`config.mk`:
```
export PLATFORM = sky130hd
export DESIGN_NAME = integer_literal_parser_top
export DESIGN_NICKNAME = d
export VERILOG_FILES = /design/src/ilp_pkg.sv /design/src/integer_literal_parser_top.sv
export SDC_FILE = /design/constraint.sdc
export NUM_CORES = 1
export LEC_CHECK = 0
export ABC_CLOCK_PERIOD_IN_PS = 20100
export BUFFER_PORTS_ARGS = -buffer_cell sky130_fd_sc_hd__clkbuf_2
export CORE_AREA = 2 2 158 199
export DETAILED_ROUTE_END_ITERATION = 10
export DIE_AREA = 0 0 160 201
export PLACE_DENSITY = 0.79
export SLEW_MARGIN = 20
export SYNTH_ARGS = -nofsm -noshare
export SYNTH_HDL_FRONTEND = slang
export SYNTH_SLANG_ARGS = --single-unit
```
`constraint.sdc`:
```
create_clock -name clock -period 20.1 [get_ports clock]
set_clock_uncertainty 0.1 [all_clocks]
set_input_delay 3.015 -clock clock [delete_from_list [all_inputs] [get_ports clock]]
set_output_delay 3.015 -clock clock [all_outputs]
set_load 0.01 [all_outputs]
```
`src/ilp_pkg.sv`:
```
// ----------------------------------------------------------------------------
// Integer literal parser package
// Codes, character constants and types shared by the parser RTL.
// ----------------------------------------------------------------------------
package ilp_pkg;

   typedef enum logic [1:0] {
      RADIX_DEC = 2'd0,
      RADIX_HEX = 2'd1,
      RADIX_OCT = 2'd2,
      RADIX_BIN = 2'd3
   } radix_type;

   typedef enum logic [1:0] {
      ERR_NONE     = 2'd0,
      ERR_DIGIT    = 2'd1,
      ERR_OVERFLOW = 2'd2
   } err_type;

   typedef enum logic [2:0] {
      ST_OK          = 3'd0,
      ST_BAD_DIGIT   = 3'd1,
      ST_OVERFLOW    = 3'd2,
      ST_NO_DIGITS   = 3'd3,
      ST_TUPLE_BASE  = 3'd4,
      ST_TUPLE_ZERO  = 3'd5,
      ST_TUPLE_LARGE = 3'd6
   } status_type;

   localparam int unsigned VALUE_W = 63;
   localparam int unsigned PROD_W  = VALUE_W + 4;

   localparam logic [7:0] CHAR_ZERO       = 8'h30;
   localparam logic [7:0] CHAR_NINE       = 8'h39;
   localparam logic [7:0] CHAR_LOWER_A    = 8'h61;
   localparam logic [7:0] CHAR_LOWER_F    = 8'h66;
   localparam logic [7:0] CHAR_UPPER_A    = 8'h41;
   localparam logic [7:0] CHAR_UPPER_F    = 8'h46;
   localparam logic [7:0] CHAR_X          = 8'h78;
   localparam logic [7:0] CHAR_O          = 8'h6F;
   localparam logic [7:0] CHAR_B          = 8'h62;
   localparam logic [7:0] CHAR_UNDERSCORE = 8'h5F;

endpackage

```
`src/integer_literal_parser_top.sv`:
```
// ----------------------------------------------------------------------------
// Integer literal parser
// Parses one integer literal, one character per request, with radix prefix.
// ----------------------------------------------------------------------------
// The block takes one character request per clock cycle, back to back, while not
// stalled. Each accepted request is held in an input register, then a single pass
// of logic (digit decode, multiply by the base as shifts and adds, one 67-bit add
// and overflow test) updates the parse state. A request with last set loads the
// result register when processed, and that register drives the response. The
// response register decouples the two channels; the block stalls requests only
// while a response is held and the consumer stalls. The user must write the
// tuple_mode bit through csr_write and csr_wdata while idle; the block does not enforce it.
module integer_literal_parser_top (
   input  logic        clock,
   input  logic        reset,
   input  logic        csr_write,
   input  logic        csr_wdata,
   input  logic        req_valid,
   output logic        req_stall,
   input  logic [7:0]  req_char_code,
   input  logic        req_has_char,
   input  logic        req_last,
   output logic        rsp_valid,
   input  logic        rsp_stall,
   output logic [62:0] rsp_value,
   output logic [2:0]  rsp_status,
   output logic        rsp_radix_prefix,
   output logic        rsp_zero_padded
);

   logic                 tuple_mode_ff;
   logic                 in_valid_ff;
   logic [7:0]           char_ff;
   logic                 has_char_ff;
   logic                 last_ff;

   logic [62:0]          accum_ff;
   ilp_pkg::radix_type   radix_ff;
   logic                 prefix_seen_ff;
   logic [1:0]           char_pos_ff;
   logic                 first_zero_ff;
   logic                 any_digit_ff;
   logic [1:0]           zero_count_ff;
   ilp_pkg::err_type     err_ff;

   logic [62:0]          accum_in;
   ilp_pkg::radix_type   radix_in;
   logic                 prefix_seen_in;
   logic [1:0]           char_pos_in;
   logic                 first_zero_in;
   logic                 any_digit_in;
   logic [1:0]           zero_count_in;
   ilp_pkg::err_type     err_in;

   logic                 rsp_valid_ff;
   logic [62:0]          value_ff;
   ilp_pkg::status_type  status_ff;
   logic                 radix_prefix_ff;
   logic                 zero_padded_ff;

   logic [62:0]          value_in;
   ilp_pkg::status_type  status_in;
   logic                 radix_prefix_in;
   logic                 zero_padded_in;

   logic                 advance;
   logic                 process;
   logic                 accept;

   logic                 is_dec;
   logic                 is_hex_letter;
   logic                 digit_ok;
   logic [3:0]           digit;
   logic                 is_prefix;
   logic [ilp_pkg::PROD_W-1:0] product;
   logic [ilp_pkg::PROD_W-1:0] sum;
   logic                 value_is_zero;

   assign advance   = !(rsp_valid_ff && rsp_stall);
   assign process   = in_valid_ff && advance;
   assign req_stall = in_valid_ff && !advance;
   assign accept    = req_valid && !req_stall;

   // Character decode and accumulate.
   always_comb begin
      is_dec = (char_ff >= ilp_pkg::CHAR_ZERO) && (char_ff <= ilp_pkg::CHAR_NINE);
      is_hex_letter = ((char_ff >= ilp_pkg::CHAR_LOWER_A) &&
                       (char_ff <= ilp_pkg::CHAR_LOWER_F)) ||
                      ((char_ff >= ilp_pkg::CHAR_UPPER_A) &&
                       (char_ff <= ilp_pkg::CHAR_UPPER_F));
      digit = is_dec ? char_ff[3:0] : (char_ff[3:0] + 4'd9);
      product = '0;
      digit_ok = 1'b0;
      case (radix_ff)
         ilp_pkg::RADIX_HEX: begin
            digit_ok = is_dec || is_hex_letter;
            product  = {accum_ff, 4'b0000};
         end
         ilp_pkg::RADIX_OCT: begin
            digit_ok = is_dec && (char_ff[3:0] < 4'd8);
            product  = {1'b0, accum_ff, 3'b000};
         end
         ilp_pkg::RADIX_BIN: begin
            digit_ok = is_dec && (char_ff[3:0] < 4'd2);
            product  = {3'b000, accum_ff, 1'b0};
         end
         default: begin
            digit_ok = is_dec;
            product  = {1'b0, accum_ff, 3'b000} + {3'b000, accum_ff, 1'b0};
         end
      endcase
      sum = product + {{(ilp_pkg::PROD_W-4){1'b0}}, digit};
      is_prefix = (char_pos_ff == 2'd1) && first_zero_ff && !prefix_seen_ff &&
                  ((char_ff == ilp_pkg::CHAR_X) || (char_ff == ilp_pkg::CHAR_O) ||
                   (char_ff == ilp_pkg::CHAR_B));

      accum_in       = accum_ff;
      radix_in       = radix_ff;
      prefix_seen_in = prefix_seen_ff;
      char_pos_in    = char_pos_ff;
      first_zero_in  = first_zero_ff;
      any_digit_in   = any_digit_ff;
      zero_count_in  = zero_count_ff;
      err_in         = err_ff;

      if (has_char_ff) begin
         if (err_ff == ilp_pkg::ERR_NONE) begin
            if (is_prefix) begin
               if (char_ff == ilp_pkg::CHAR_X) begin
                  radix_in = ilp_pkg::RADIX_HEX;
               end else if (char_ff == ilp_pkg::CHAR_O) begin
                  radix_in = ilp_pkg::RADIX_OCT;
               end else begin
                  radix_in = ilp_pkg::RADIX_BIN;
               end
               prefix_seen_in = 1'b1;
               accum_in       = '0;
               any_digit_in   = 1'b0;
               zero_count_in  = 2'd0;
            end else if (char_ff != ilp_pkg::CHAR_UNDERSCORE) begin
               if (!digit_ok) begin
                  err_in = ilp_pkg::ERR_DIGIT;
               end else begin
                  any_digit_in = 1'b1;
                  if ((accum_ff == '0) && (digit == 4'd0) && (zero_count_ff != 2'd2)) begin
                     zero_count_in = zero_count_ff + 2'd1;
                  end
                  if (sum[ilp_pkg::PROD_W-1:ilp_pkg::VALUE_W] != '0) begin
                     err_in = ilp_pkg::ERR_OVERFLOW;
                  end else begin
                     accum_in = sum[ilp_pkg::VALUE_W-1:0];
                  end
               end
            end
         end
         if (char_pos_ff == 2'd0) begin
            first_zero_in = (char_ff == ilp_pkg::CHAR_ZERO);
         end
         if (char_pos_ff != 2'd2) begin
            char_pos_in = char_pos_ff + 2'd1;
         end
      end
   end

   // Result formation from the updated state.
   always_comb begin
      value_is_zero    = (accum_in == '0);
      value_in         = '0;
      radix_prefix_in  = 1'b0;
      zero_padded_in   = 1'b0;
      status_in        = ilp_pkg::ST_OK;
      case (err_in)
         ilp_pkg::ERR_DIGIT: begin
            status_in = ilp_pkg::ST_BAD_DIGIT;
         end
         ilp_pkg::ERR_OVERFLOW: begin
            status_in = ilp_pkg::ST_OVERFLOW;
         end
         default: begin
            if (!any_digit_in) begin
               status_in = ilp_pkg::ST_NO_DIGITS;
            end else begin
               radix_prefix_in = prefix_seen_in;
               zero_padded_in  = value_is_zero ? (zero_count_in == 2'd2)
                                               : (zero_count_in != 2'd0);
               if (tuple_mode_ff) begin
                  if (radix_prefix_in) begin
                     status_in = ilp_pkg::ST_TUPLE_BASE;
                  end else if (zero_padded_in) begin
                     status_in = ilp_pkg::ST_TUPLE_ZERO;
                  end else if (accum_in[62:32] != '0) begin
                     status_in = ilp_pkg::ST_TUPLE_LARGE;
                  end
               end
               if (status_in == ilp_pkg::ST_OK) begin
                  value_in = accum_in;
               end
            end
         end
      endcase
   end

   always_ff @(posedge clock) begin
      if (reset) begin
         tuple_mode_ff <= 1'b0;
      end else if (csr_write) begin
         tuple_mode_ff <= csr_wdata;
      end
   end

   always_ff @(posedge clock) begin
      if (reset) begin
         in_valid_ff <= 1'b0;
      end else if (accept) begin
         in_valid_ff <= 1'b1;
      end else if (process) begin
         in_valid_ff <= 1'b0;
      end
   end

   always_ff @(posedge clock) begin
      if (accept) begin
         char_ff     <= req_char_code;
         has_char_ff <= req_has_char;
         last_ff     <= req_last;
      end
   end

   always_ff @(posedge clock) begin
      if (reset) begin
         accum_ff       <= '0;
         radix_ff       <= ilp_pkg::RADIX_DEC;
         prefix_seen_ff <= 1'b0;
         char_pos_ff    <= 2'd0;
         first_zero_ff  <= 1'b0;
         any_digit_ff   <= 1'b0;
         zero_count_ff  <= 2'd0;
         err_ff         <= ilp_pkg::ERR_NONE;
      end else if (process) begin
         if (last_ff) begin
            accum_ff       <= '0;
            radix_ff       <= ilp_pkg::RADIX_DEC;
            prefix_seen_ff <= 1'b0;
            char_pos_ff    <= 2'd0;
            first_zero_ff  <= 1'b0;
            any_digit_ff   <= 1'b0;
            zero_count_ff  <= 2'd0;
            err_ff         <= ilp_pkg::ERR_NONE;
         end else begin
            accum_ff       <= accum_in;
            radix_ff       <= radix_in;
            prefix_seen_ff <= prefix_seen_in;
            char_pos_ff    <= char_pos_in;
            first_zero_ff  <= first_zero_in;
            any_digit_ff   <= any_digit_in;
            zero_count_ff  <= zero_count_in;
            err_ff         <= err_in;
         end
      end
   end

   always_ff @(posedge clock) begin
      if (reset) begin
         rsp_valid_ff <= 1'b0;
      end else if (process && last_ff) begin
         rsp_valid_ff <= 1'b1;
      end else if (!rsp_stall) begin
         rsp_valid_ff <= 1'b0;
      end
   end

   always_ff @(posedge clock) begin
      if (process && last_ff) begin
         value_ff        <= value_in;
         status_ff       <= status_in;
         radix_prefix_ff <= radix_prefix_in;
         zero_padded_ff  <= zero_padded_in;
      end
   end

   assign rsp_valid        = rsp_valid_ff;
   assign rsp_value        = value_ff;
   assign rsp_status       = status_ff;
   assign rsp_radix_prefix = radix_prefix_ff;
   assign rsp_zero_padded  = zero_padded_ff;

endmodule
```
; After elaboration in Yosys (flattened, before gate mapping)
; Cells that the tools add are included.
; W data, S select, Z words.
[totals]
register_bits = 155
latchBits = 0
mem_bits_rw = 0
romBits = 0
inputBits = 16
out_inout_bits = 70
word_cells = 150
mem_count = 0
[classes]
n_addsub = 5
multipliers = 0
div_mod_pow = 0
order_cmp = 8
n_eq_ne = 15
shift = 0
n_mux = 59
bitwise_logic = 2
n_reduce_logical = 43
[ops]
columns = cell, count
row1 = $mux W63, 7
row2 = $pmux W67 S3, 1
row3 = $logic_not A63 Y1, 2
row4 = $add A66 B64 Y67, 1
row5 = $add A67 B4 Y67, 1
row6 = $mux W2, 22
row7 = $reduce_bool A31 Y1, 1
row8 = $eq A8 B7 Y1 const B, 3
row9 = $mux W3, 7
row10 = $mux W1, 19
row11 = $ge A8 B7 Y1 const B, 2
row12 = $le A8 B7 Y1 const B, 2
row13 = $logic_and A1 B1 Y1, 15
row14 = $reduce_bool A2 Y1, 7
row15 = $eq A2 B2 Y1 const B, 4
row16 = $eq A8 B6 Y1 const B, 1
row17 = $ge A8 B6 Y1 const B, 1
row18 = $le A8 B6 Y1 const B, 1
row19 = $ne A8 B7 Y1 const B, 1
row20 = $eq A2 B1 Y1 const B, 3
row21 = $pmux W3 S2, 1
row22 = $reduce_and A3 Y1, 2
row23 = $add A2 B1 Y2 const B, 2
row24 = $add A4 B4 Y4 const B, 1
row25 = other kinds (17), 25

; Depth between registers and ports, before layout
; Gate-level depths: netlist of run 1.
[logic_depth]
word_depth = 22
depth_mapped = 30
depth_no_buf = 26

; Worst setup path before layout of run 1
; OpenSTA, ideal clock, no wires.
[synth_timing]
path_type = register to register
from = reg radix_ff[0]
to = reg value_ff[29], in the netlist rsp_value[29] (data pin)
setup_time_ns = 0.130
t_arrival_ns = 7.398
t_required_ns = 19.870
path_slack_ns = 12.472
path_stages_with_launch = 28
n_path_buf = 7
synth_period_minus_slack_ns = 7.628
cell_sequence = dfxtp_1 > buf_2 > buf_2 > buf_2 > buf_1 > clkbuf_1 > buf_1 > mux2_2 > a22o_1 > ha_1 > nor2b_1 > o21ai_0 > inv_1 > o2111ai_2 > nor4b_4 > nand3_2 > nor3_1 > or3b_1 > or4_1 > xor2_1 > or4_1 > or4b_1 > o32ai_1 > o221ai_1 > or4_4 > o31a_1 > buf_6 > o21ba_1
[synth_between]
elab_chain_len = 20
elab_cells_between_ends = 46
cone_classes = add/sub: 1 / eq/ne: 6 / mux: 31 / bitwise: 2 / reduce/logical: 6
[synth_lines]
columns = item, line_no
row1 = start: declaration, integer_literal_parser_top.sv:38  ; ilp_pkg::radix_type radix_ff;
row2 = start signal: assignment, integer_literal_parser_top.sv:232  ; radix_ff <= ilp_pkg::RADIX_DEC;
row3 = start signal: assignment, integer_literal_parser_top.sv:242  ; radix_ff <= ilp_pkg::RADIX_DEC;
row4 = start signal: assignment, integer_literal_parser_top.sv:251  ; radix_ff <= radix_in;
row5 = $eq A2 B2 Y1 or $eq A2 B1 Y1 (tied branches), integer_literal_parser_top.sv:94  ; case (radix_ff)
row6 = $pmux W67 S3, integer_literal_parser_top.sv:94
row7 = $add A67 B4 Y67, integer_literal_parser_top.sv:112  ; sum = product + {{(ilp_pkg::PROD_W-4){1'b0}}, digit};
row8 = $reduce_bool A4 Y1, integer_literal_parser_top.sv:148  ; if (sum[ilp_pkg::PROD_W-1:ilp_pkg::VALUE_W] != '0) begin
row9 = $mux W63, integer_literal_parser_top.sv:148
row10 = $mux W63, integer_literal_parser_top.sv:141  ; if (!digit_ok) begin
row11 = $mux W63, integer_literal_parser_top.sv:140  ; end else if (char_ff != ilp_pkg::CHAR_UNDERSCORE) begin
row12 = $mux W63, integer_literal_parser_top.sv:128  ; if (is_prefix) begin
row13 = [4 not listed], -
row14 = $mux W3, integer_literal_parser_top.sv:189  ; end else if (zero_padded_in) begin
row15 = $mux W3, integer_literal_parser_top.sv:187  ; if (radix_prefix_in) begin
row16 = $mux W3, integer_literal_parser_top.sv:186  ; if (tuple_mode_ff) begin
row17 = $mux W3, integer_literal_parser_top.sv:180  ; if (!any_digit_in) begin
row18 = $mux W3, integer_literal_parser_top.sv:172  ; case (err_in)
row19 = $logic_not A3 Y1, integer_literal_parser_top.sv:195  ; if (status_in == ilp_pkg::ST_OK) begin
row20 = $not A1 Y1 (no line), -
row21 = $reduce_or A4 Y1 (no line), -
row22 = end signal: assignment, integer_literal_parser_top.sv:274  ; value_ff <= value_in;
row23 = end: declaration, integer_literal_parser_top.sv:56  ; logic [62:0] value_ff;
; Parallel ways exist; a longest one is shown, timed or not. The select of a mux whose other input is x is not followed.
; A chain may end at the register's enable or synchronous reset.

; Final worst setup path of run 1
[layout_timing]
from = reg radix_ff[0]
to = reg value_ff[14], in the netlist rsp_value[14] (data pin)
; The elaborated chain is that of the path after synthesis.

==> results of run 1 <==
-- per-layer routing --
metal	global-route usage (%)	vias up	part of all wire, %
li1	-	7786	-
met1	46.3	8248	38
met2	67.1	997	49
met3	4.79	233	7.0
met4	21.4	0	6.3
met5	0	-	0
-- where the power goes --
part           total [uW]  internal, uW  switching [uW]
clock                 308           163             145
combinational        33.2          9.48            23.7
sequential            338           335            3.01
-- worst reg2reg max path, cell delays in order (launching register included) --
cell and delay [ns]:
dfxtp_2 0.78, inv_1 0.57, nand2_1 0.36, and3_1 0.20, ha_1 0.17, inv_1 0.06
fa_1 0.40, nor2b_1 0.12, o21ai_0 0.15, inv_1 0.17, o2111ai_2 0.19, nor4b_4 0.42
nand3_1 0.14, or3_1 0.49, nor4b_1 0.63, nand4_1 0.21, o31a_1 0.41, a211oi_2 0.65
nand2_1 0.63, o2bb2ai_1 0.61, or4_4 0.26, o31a_1 0.42, buf_6 0.28, nor2_1 0.09
-- Yosys cell counts (17+ instances only) --
cell        n
nor2_1    279
nand2_1   181
a21oi_1   154
o21ai_0   113
a22oi_1    96
edfxtp_1   78
dfxtp_1    77
ha_1       75
clkbuf_1   73
nand4_1    60
nor3_1     49
mux2_2     48
xnor2_1    48
nor4_1     38
inv_1      37
buf_2      36
nand3_1    36
xor2_1     36
a21o_1     34
a31oi_1    27
a22o_1     25
nor2b_1    24
or3_1      24
and2_1     23
and4_1     17
mux2i_1    17
o21a_1     17
-- layout make-up --
class / instances / area, um^2 / share of cell area, %
inverters: 37 / 139 / 0.820
clock inverters: 15 / 134 / 0.790
repair buffers: 104 / 572 / 3.37
multi-input cells: 1721 / 11300 / 66.6
well taps: 407 / 509 / 3.01
flip-flops and latches: 155 / 3890 / 22.9
clock buffers: 17 / 425 / 2.51
-- logic make-up after synthesis --
family	Yosys count	share of synthesized area [%]
multiplexers	72	5.49
AO/OA/AOI/OAI	657	28.4
AND/OR/NAND/NOR	831	26.4
adder cells (fa/ha/maj)	77	6.19
buffers and inverters	164	4.30
flip-flops	155	24.6
XOR/XNOR	84	4.65
-- worst paths after layout --
kind / to / slack (ns) / start
max: rsp_value[14] / 11.34 / radix_ff[0]
min: first_zero_ff / 0.39 / first_zero_ff
max reg2reg: rsp_value[14] / 11.34 / radix_ff[0]
min reg2reg: first_zero_ff / 0.39 / first_zero_ff
-- through the flow --
step           cell area (um^2)  instances
4_1_cts                   16900       2456
5_1_grt                   16900       2456
3_3_place_gp              16400       2423
3_5_place_dp              16400       2424
2_1_floorplan             15800       2040
6_report                  16900       2456
-- flip-flops by register name, summed over array words and instances (netlist names) --
register	flops
tuple_mode_ff	1
rsp_valid	1
rsp_status	3
rsp_zero_padded	1
in_valid_ff	1
rsp_radix_prefix	1
has_char_ff	1
rsp_value	63
char_pos_ff	2
first_zero_ff	1
err_ff	2
char_ff	8
any_digit_ff	1
prefix_seen_ff	1
radix_ff	2
accum_ff	63
last_ff	1
zero_count_ff	2
==> summary.md, run 1 <==
| Metric | Value |
|---|---|
| Worst EP arrival | 8.83 ns |
| Final Hold Vio Count | 0 |
| Most frequent cells in the layout | nor2_1, nand2_1, a21oi_1 |
| Final hold slack | 0.395 ns |
| Post-CTS sizing | 0 |
| Layout cells sized above 1 | 12.0% |
| Setup TNS | 0 ns |
| Static leakage | 0.00610 uW |
| Post-DP HPWL | 49200 um |
| Area Growth Syn to Fin | 7.14% |
| Final setup vio count | 0 |
| Final setup margin | 11.34 ns |
| Gp weighted congestion | 1.01 |
| Worst-path cell chain | inv_1 -> nand2_1 -> and3_1 -> ha_1 -> inv_1 -> fa_1 -> nor2b_1 -> o21ai_0 -> inv_1 -> o2111ai_2 -> nor4b_4 -> nand3_1 -> or3_1 -> nor4b_1 -> nand4_1 -> o31a_1 -> a211oi_2 -> nand2_1 -> o2bb2ai_1 -> or4_4 -> o31a_1 -> buf_6 -> nor2_1 |
| Mapped Area | 15800 um^2 |
| Top cell type's share of synthesized area | 14.8% |
| Clk sinks | 155 |
| Distinct cells, synth | 97 |
| Total grt overflow | 0 |
| Slowest-stage cell, CP | dfxtp_2 |
| H-tree levels | 4 |
| Post-synthesis sequential area ratio | 24.6% |
| Crit path time final | 8.76 ns |
| Pwr/cell area | 40.1 nW/um^2 |
| Post-synth top area cell | edfxtp_1 |
| Layout Utilization | 55.7% |
| Max Freq | 0.114 GHz |
| Worst-path fanout max | 25 |
| Number of flops mapped to enable cells by yosys | 78 |
| Buf+Inv Stages, Crit Path | 4 |
| Die area | 32200 um^2 |
| Maxcap violations | 0 |
| CTS Buf Count | 17 |
| Gr usage total | 38.7% |
| DRT Pass-1 Iters | 6 |
| Mean Syn Cell Area | 7.75 um^2 |
| Worst slew pin tran | 1.14 ns |
| CP Class | reg2reg |
| Post-CTS Setup Bufs | 0 |
| Number of port buffers | 85 |
| Initial detailed-routing violation count | 2168 |
| Startpoint types | flop |
| Vias in the first global route | 16200 |
| Yosys reg bits | 155 |
| Worst R2R Path Depth | 23 |
| Via density | 7.03 |
| Slew headroom | 22.8% |
| WP data required | 20.18 ns |
| Post-CTS Hold Fix Bufs | 0 |
| Post-Syn Instances | 2040 |
| Status | completed |
| VDD IR max | 64.1 uV |
| Largest net degree at the start of global routing | 77 |
| CTS tree | yes |
| Max-slew violation count | 0 |
| DRC violations left | 0 |
| Synth Warn # | 0 |
| Antenna cells | 0 |
| Critical path capture point type | flop |
| Initial Util | 51.9% |
| Die Width | 160 um |
| Maximum clock path buffer count | 2 |
| Detailed Route WL | 64200 um |
| Routed vias | 17300 |
| Clock Tree Root | clkbuf_16 |
| Area of the core | 30400 um^2 |
| Top FF cell, synth | edfxtp_1 |
| Hold depth | 2 |
| Syn Nets | 2133 |
| Design Power | 679 uW |
| Die height | 201 um |
| First-pass GRT wire length | 96600 um |
| Top area cells in the synthesized netlist | edfxtp_1, dfxtp_1, nor2_1 |
| Final period util | 43.6% |
| Reg clk slew, reported paths | 0.07 ns |
| Rows | 72 |
| Routed len/inst | 26.1 um |
| Synth async-reset ratio | 0% |
| Fill count | 2962 |
| Setup Slack @ Placement | 11.74 ns |
| Delay-heaviest family, CP | simple AND/OR/NAND/NOR gates |
| Most common cell after layout, fill and taps aside | nor2_1 |
| Final net count | 2129 |
| Hold Crit Class | reg2reg |
| Critical Path Max Stage Delay | 0.78 ns |
| RSZ-0062 raised after global routing | false |
| I/O pins | 86 |
| Worst skew pair latency | 0.43 ns |
| Critical path depth | 23 |
| Final ANT Viol Nets | 0 |
| Initial antenna violation count | 1 |
| Cell repeated most along the worst path | inv_1 |
Power figures use the tool's default switching activity.
==> run 2, diff against run 1 <==
- ABC_CLOCK_PERIOD_IN_PS: 20100 -> 7600
- PLACE_DENSITY: 0.79 -> 0.82
- clock period: 20.1 -> 7.6 ns (I/O delays scaled with it)
==> run 2 against run 1 <==
Against the previous run: routed wire length is 2.7% higher; hold slack got worse by 0.016 ns; setup slack worse by 11 ns; fmax grew 20%; clock power grew to 2.9 times the previous value; non-clock buffer count up 78; sequential share of layout area fell by 0.94 points; total power increased to 2.8 times the previous value; sequential power rose to 2.6 times the previous value; combinational power grew to 2.8 times the previous value; global-route usage up 1.1 points; core utilization grew 2.4 points; critical path type unchanged; largest power group unchanged.
==> summary.md, run 2 (synthesis results as in run 1) <==
| Metric | Value |
|---|---|
| Status | completed (unchanged) |
| Static leakage | 0.00660 uW (was 0.00610 uW) |
| Initial Util | 51.9% (unchanged) |
| Final ANT Viol Nets | 0 (unchanged) |
| WP data required | 7.78 ns (was 20.18 ns) |
| Initial antenna violation count | 1 (unchanged) |
| Gr usage total | 39.7% (was 38.7%) |
| Total grt overflow | 0 (unchanged) |
| Crit path time final | 7.33 ns (was 8.76 ns) |
| Worst-path fanout max | 26 (was 25) |
| I/O pins | 86 (unchanged) |
| Final setup vio count | 0 (unchanged) |
| Most common cell after layout, fill and taps aside | nor2_1 (unchanged) |
| Post-CTS Hold Fix Bufs | 0 (unchanged) |
| Layout cells sized above 1 | 15.5% (was 12.0%) |
| Max Freq | 0.136 GHz (was 0.114 GHz) |
| DRT Pass-1 Iters | 7 (was 6) |
| Maxcap violations | 0 (unchanged) |
| Placed inst area | 17000 um^2 (was 16400 um^2) |
| Critical Path Max Stage Delay | 0.57 ns (was 0.78 ns) |
| Final period util | 96.4% (was 43.6%) |
| Area Growth Syn to Fin | 11.7% (was 7.14%) |
| Die Width | 160 um (unchanged) |
| Maximum clock path buffer count | 2 (unchanged) |
| Final Hold Vio Count | 0 (unchanged) |
| Rows | 72 (unchanged) |
| Routed vias | 17600 (was 17300) |
| Worst slew pin tran | 1.05 ns (was 1.14 ns) |
| Detailed Route WL | 65900 um (was 64200 um) |
| Startpoint types | flop (unchanged) |
| Slowest-stage cell, CP | or4_1 (was dfxtp_2) |
| CTS Buf Count | 17 (unchanged) |
| Clk sinks | 155 (unchanged) |
| Slew headroom | 29.7% (was 22.8%) |
| Post-DP HPWL | 51600 um (was 49200 um) |
| Via density | 6.96 (was 7.03) |
| CTS tree | yes (unchanged) |
| CP Class | reg2reg (unchanged) |
| Reg clk slew, reported paths | 0.07 ns (about the same) |
| Clock Tree Root | clkbuf_16 (unchanged) |
| Initial detailed-routing violation count | 2095 (was 2168) |
| Final Instance Area | 17700 um^2 (was 16900 um^2) |
| Die height | 201 um (unchanged) |
| Cell repeated most along the worst path | inv_1 (unchanged) |
| Setup TNS | 0 ns (unchanged) |
| Largest net degree at the start of global routing | 77 (unchanged) |
| H-tree levels | 4 (unchanged) |
| Max-slew violation count | 0 (unchanged) |
| DRC violations left | 0 (unchanged) |
| Worst skew pair latency | 0.43 ns (about the same) |
| Vias in the first global route | 16600 (was 16200) |
| Routed len/inst | 26.0 um (was 26.1 um) |
| VDD IR max | 154 uV (was 64.1 uV) |
| Hold Crit Class | reg2reg (unchanged) |
| Gp weighted congestion | 1.00 (was 1.01) |
| RSZ-0062 raised after global routing | false (unchanged) |
| Number of port buffers | 85 (unchanged) |
| Critical path capture point type | flop (unchanged) |
| Pwr/cell area | 106 nW/um^2 (was 40.1 nW/um^2) |
| Die area | 32200 um^2 (unchanged) |
| Worst EP arrival | 7.51 ns (was 8.83 ns) |
| Most frequent cells in the layout | nor2_1, nand2_1, a21oi_1 (unchanged) |
| Area of the core | 30400 um^2 (unchanged) |
| Final net count | 2207 (was 2129) |
| First-pass GRT wire length | 98800 um (was 96600 um) |
run 2: cell types whose count changed in the layout (fill, tap and decap cells not counted), moves of 2 or more:
cell	before	now
buf_4	18	95
buf_12	0	2
bufinv_16	0	2
clkinvlp_4	3	1
inv_6	4	6
nor4_4	1	3
run 2: timing repair:
item	in CTS	in global routing
pin swaps	0	8
endpoints found under the setup margin	32	34
resized for setup	2	10
endpoints found under the hold margin	0	0
gates cloned	0	0
setup buffers	0	3
run 2: worst max-delay path: cells and delay by family (launching register included):
| family | cells | cell delay (ns) |
|---|---|---|
| simple gates | 10 | 3.53 |
| mux | 1 | 0.17 |
| xor+xnor | 1 | 0.17 |
| fa+ha+maj | 3 | 0.76 |
| buf+inv | 5 | 0.66 |
| compound gates | 7 | 1.37 |
| flops | 1 | 0.41 |
run 2: report_power, final:
group	leakage (uW)	switching [uW]	internal [uW]	total, uW
logic	0.00491	65.2	28.1	93.3
registers	0.00139	6.82	886	893
clock network	0.000300	377	507	884
total	0.00660	449	1420	1870
run 2: worst paths after layout:
kind / from / endpoint / slack, ns / cells past startpoint
max: char_ff[0] / rsp_value[10] / 0.27 / 27
min: char_pos_ff[0] / char_pos_ff[0] / 0.38 / 2
max reg2reg: char_ff[0] / rsp_value[10] / 0.27 / 27
min reg2reg: char_pos_ff[0] / char_pos_ff[0] / 0.38 / 2
run 2: final cells by class:
cell class	instances	area, um^2
Inverter	37	139
Timing Repair Buffer	182	1180
Clock inverter	14	176
Clock buffer	18	439
Antenna cell	1	2.50
Tap cell	407	509
Fill cell	2837	12800
Multi-Input combinational cell	1721	11300
Sequential cell	155	3890
run 2: per-stage QoR:
step           instances  total power [uW]  util, %  hold slack [ns]  setup WS (ns)
3_3_place_gp        2499               998     55.7            0.361          0.300
6_report            2535              1870     58.0            0.379          0.271
2_1_floorplan       2040               966        -            0.349         0.0912
5_1_grt             2534              1910     58.0            0.396        0.00496
3_5_place_dp        2499              1000     55.7            0.378        0.00492
4_1_cts             2531              1870     57.8            0.377         0.0475
run 2: per-layer routing:
layer  global-route usage [%]  vias to the layer above  wire (um)  part of all wire [%]
met5                        0                        -          0                     0
met4                     31.0                        0       6050                   9.2
met3                     4.67                      302       4900                   7.4
met2                     67.1                     1057      31000                    47
met1                     45.7                     8321      24000                    36
li1                         -                     7964          -                     -
